[src/arr_ram.sv]
// Generic simple dual-port RAM with one write port and a registered read port.
module arr_ram #(
	parameter int WIDTH = 8,
	parameter int DEPTH = 64,
	parameter int AW    = (DEPTH > 1) ? $clog2(DEPTH) : 1
) (
	input  logic             clk,
	input  logic             we,
	input  logic [AW-1:0]    waddr,
	input  logic [WIDTH-1:0] wdata,
	input  logic             re,
	input  logic [AW-1:0]    raddr,
	output logic [WIDTH-1:0] rdata
);

	logic [WIDTH-1:0] mem [DEPTH];
	logic [WIDTH-1:0] rdata_q;

	always_ff @(posedge clk) begin
		if (we) begin
			mem[waddr] <= wdata;
		end
		if (re) begin
			rdata_q <= mem[raddr];
		end
	end

	assign rdata = rdata_q;

endmodule

[config.mk]
export PLATFORM = sky130hd
export DESIGN_NAME = arr_ram
export DESIGN_NICKNAME = d
export VERILOG_FILES = /design/src/arr_ram.sv
export SDC_FILE = /design/constraint.sdc
export NUM_CORES = 1
export LEC_CHECK = 0
export BUFFER_PORTS_ARGS = -buffer_cell sky130_fd_sc_hd__buf_2
export CAP_MARGIN = 25
export CORE_AREA = 2 2 187 189
export CTS_CLUSTER_DIAMETER = 150
export CTS_CLUSTER_SIZE = 30
export DETAILED_ROUTE_END_ITERATION = 12
export DIE_AREA = 0 0 189 191
export PLACE_DENSITY = 0.76
export SETUP_SLACK_MARGIN = 0.4
export SLEW_MARGIN = 20
export SYNTH_ARGS = -nofsm -noshare
export SYNTH_HDL_FRONTEND = slang
export SYNTH_SLANG_ARGS = --single-unit
[constraint.sdc]
create_clock -name clk -period 2.07 [get_ports clk]
set_input_delay 0.1035 -clock clk [delete_from_list [all_inputs] [get_ports clk]]
set_output_delay 0.1035 -clock clk [all_outputs]
set_load 0.005 [all_outputs]
Word level (Yosys, flattened, before mapping)
Memory sizes are Yosys's and may differ from the RTL's. A register that Yosys moved wholly into a read port is not among the register bits.
Index checks and enable logic that the tools add are counted.
- output and inout bits: 8
- flip-flop bits (word level): 0
- memories kept: 1
- bits of input ports: 23
- logic and storage cells: 3
- bits in writable memories: 512
- mux-type cells: 2
- memory list (name ; words ; bits a word ; read ports ; clocked after memory_dff ; wr ports ; RTL line ; RTL):
    mem ; 64 ; 8 ; 1 ; 1 ; 1 ; 16 ; logic [WIDTH-1:0] mem [DEPTH];
- operators by type and width (kind ; number):
    1-bit two-way mux ; 2

Longest topological paths before layout
- word-level depth: 2
- gate-level depth with buffers: 9
- depth with buffers taken out: 5

Worst setup path before layout
No wires, ideal clock.
- path kind: input-to-reg
- start point: in raddr[1]
- end point: reg rdata_q[3] (netlist: rdata[3]), read port of mem, data pin
- cell stages on the path: 7
- arrival time: 1.643 ns
- path slack: 0.160 ns
- setup time: 0.266 ns
- required time: 1.804 ns
- path buffers: 3
- cells stage by stage: buf_4 -> buf_2 -> buf_2 -> mux4_2 -> mux4_2 -> o21ai_1 -> o41ai_1
- RTL lines (element ; RTL line ; RTL):
    from (decl) ; 12 ; input logic [AW-1:0] raddr,
    to (decl) ; 17 ; logic [WIDTH-1:0] rdata_q;

==> run_results.csv <==
group,metric,value,unit
outcome,status,"finished, final reports clean",
worst_hold_path,worstHoldPathType,"input port to register",
worst_hold_path,min_to,"mem[33][6]$_DFFE_PP_",
placement,portBuffers,30,
timing,period_share,94.4,%
timing,setup_tns,0,ns
route,drc,0,
floorplanning,die_w,189,um
logic_synthesis,synthArstFlopShare,0,%
pwr,leakage,7.20,nW
cts,root_buffer,"clkbuf_16",
placement,dpl_cell_area,21900,um^2
cts,insertion_delay,0.54,ns
logic_synthesis,synth.avg_cell_area,21.5,um^2
grt,use_met1,37.4,%
grt,met3_usage,3.91,%
cts,cts_made_buffers,21,
logic_synthesis,syn-num-nets,963,
logic_synthesis,synth.top_cell.area_share,77.1,%
grt,grt_busiest_layer,"met2",
worst_hold_path,worstHoldStart,"wdata[6]",
worst_hold_path,hold_depth,1,
cts,cts_tree,"done",
timing,hold_viol_final,0,
pwr,power,17.6,mW
floorplanning,initial_utilization,59.3,%
logic_synthesis,synth_top_cell_by_area,"edfxtp_1",
layout,final_util,66.3,%
logic_synthesis,seq_area_frac_synth,77.1,%
placement,place.gp.congestion,0.902,
cts,cts.clk_slew.worst_paths,0.11,ns
layout,regArea,15600,um^2
grt,grt_pass1_vias,10003,
grt,grt_pass1_wl,66200,um
logic_synthesis,synth_top_flop_cell,"edfxtp_1",
floorplanning,die_h,191,um
layout,fin_area,22600,um^2
logic_synthesis,ys_types,39,
setup_path,r2r_cells,5,
route,vias,10120,
route,drt_iter0_drc,1270,
grt,gr-total-overflow,0,
floorplanning,ios,31,
logic_synthesis,synth.area.top_cells,"edfxtp_1 77%, mux4_2 14%, nor2_1 1.5%, mux2i_1 1.1%, mux2_2 0.72%",
floorplanning,core_area,34100,um^2
cts,clock-sinks,520,
logic_synthesis,synth_common_cells,"520 x edfxtp_1, 126 x mux4_2, 83 x nor2_1, 23 x mux2i_1, 19 x nand2_1",
layout,area_growth,11.7,%
setup_path,cp-start-kind,"register",
timing,fin_crit,1.95,ns
floorplanning,rows,68,
logic_synthesis,netlist_area,20200,um^2
setup_path,crit_fanout,1,
route,wl_per_cell,28.8,um
route,wl,44600,um
job,drv_cap,0,
route,ant_nets,0,
setup_path,crit_type,"register to register",
cts,clock_path_buffers,3,
floorplanning,die-area,36100,um^2
logic_synthesis,yosysMostFrequentCell,"edfxtp_1",
timing,rsz0062_at_grt,"true",
cts,htree_levels,1,
logic_synthesis,ys_warn_count,0,
layout,layout-drive-gt1-share,32.9,%
route,first_pass_iters,5,
logic_synthesis,ys_ff_latch,520,
setup_path,crit_arrival,2.25,ns
grt,grtUsageTotal,25.3,%
timing,worstMarginPinSlew,0.863,ns
pwr,powerDensity,780,nW/um^2
timing,holdWs,0.125,ns
cts,cts_setup_buffers,0,
logic_synthesis,synth_edf_count,520,
layout,num-fill-cells,2137,
timing,finalSetupViolCount,0,
setup_path,worstPathRequired,2.37,ns
logic_synthesis,synthCells,940,
timing,max_freq,0.512,GHz
timing,skew,0.0246,ns
setup_path,end_kind,"register",
grt,met2_usage,41.1,%
grt,antenna_found_initial,5,
layout,finalNetCount,1110,
setup_path,ff2ff_setup_slack,0.12,ns
layout,multi_input_area,4480,um^2
pwr,peakVddDrop,494,uV
grt,grt_max_degree,65,
timing,max_slew_margin,42.5,%
setup_path,reg2reg_to,"rdata[6]$_DFFE_PP_",
timing,slew_violations,0,
setup_path,reg2reg_from,"mem[16][6]$_DFFE_PP_",
route,viasPerCell,6.55,
placement,dpl.hpwl,29300,um
[through the flow]
step / std cells / setup WS, ns
final: 1546 / 0.116
after global routing: 1542 / 0.0763
after CTS: 1541 / 0.118
after detailed placement: 1518 / -0.181
after global placement: 1518 / -0.185
after floorplan: 940 / 0.281
[timing repair]
action / CTS / global route
gates cloned: 0 / 0
hold buffers: 1 / 0
endpoints found under the hold margin: 8 / 0
gates resized for setup: 25 / 6
pin swaps: 5 / 2
endpoints found under the setup margin: 8 / 8
[layout by cell type, fill, tap and decap left out, types with 4 or more instances in the layout]
cell	Yosys	routed
a211oi_1	4	4
buf_12	2	11
buf_2	11	27
buf_4	13	135
clkbuf_16	0	21
diode_2	0	5
edfxtp_1	520	520
mux2_2	13	9
mux2_4	0	4
mux2i_1	23	23
mux4_2	126	126
nand2_1	19	19
nand2b_1	7	7
nand3_1	13	13
nor2_1	83	80
nor2b_1	14	14
o221ai_1	8	8
o22ai_1	8	6
[worst max-delay path by stage]
stage,startpoint,endpoint,slack [ns],cells past startpoint
2_1_floorplan,raddr[0],rdata[7]$_DFFE_PP_,0.28,7
3_3_place_gp,raddr[0],rdata[6]$_DFFE_PP_,-0.19,7
3_5_place_dp,raddr[0],rdata[3]$_DFFE_PP_,-0.18,7
4_1_cts,mem[29][4]$_DFFE_PP_,rdata[4]$_DFFE_PP_,0.12,5
5_1_grt,mem[45][1]$_DFFE_PP_,rdata[1]$_DFFE_PP_,0.08,5
6_report,mem[16][6]$_DFFE_PP_,rdata[6]$_DFFE_PP_,0.12,5
[cells by family (layout without fill, tap and decap cells)]
group                  Yosys count  count (layout)  share of synthesized area (%)
muxes                          162             162                           15.9
AOI/OAI and AO/OA               54              54                           2.06
and+or+nand+nor                153             153                           3.37
DFF                            520             520                           77.1
buffers and inverters           51             197                           1.56
other                            0               5                              0
[sequential cells by signal (all words and copies together) (netlist names)]
name	cells
mem	512
rdata	8
[layer usage]
layer	share of wire [%]	routed length, um
met1	40	17600
met4	2.0	879
met5	0.031	14
met2	49	22100
met3	8.9	3980
[worst max-delay path, cell delays in order, from the launching register on]
cell and delay (ns):
edfxtp_1 0.39, mux4_2 0.46, mux2_4 0.30, o221a_4 0.28, nor3_4 0.18, o32ai_1 0.10
[report_power, final]
group,internal [mW],leakage (nW),total [mW],switching (mW)
combinational,0.517,2.24,1.22,0.705
sequential,11.7,4.69,11.7,0.0320
clock,1.86,0.269,4.72,2.85
total,14.0,7.20,17.6,3.59
[cell type report]
cell class / count / area share [%]
repair buffers: 175 / 6.16
flip-flops and latches: 520 / 69.1
clock inverters: 1 / 0.0885
clock buffers: 21 / 2.32
multi-input cells: 369 / 19.8
diodes: 5 / 0.0553
well taps: 455 / 2.52
Note: power is estimated with default switching activity, not from simulation.
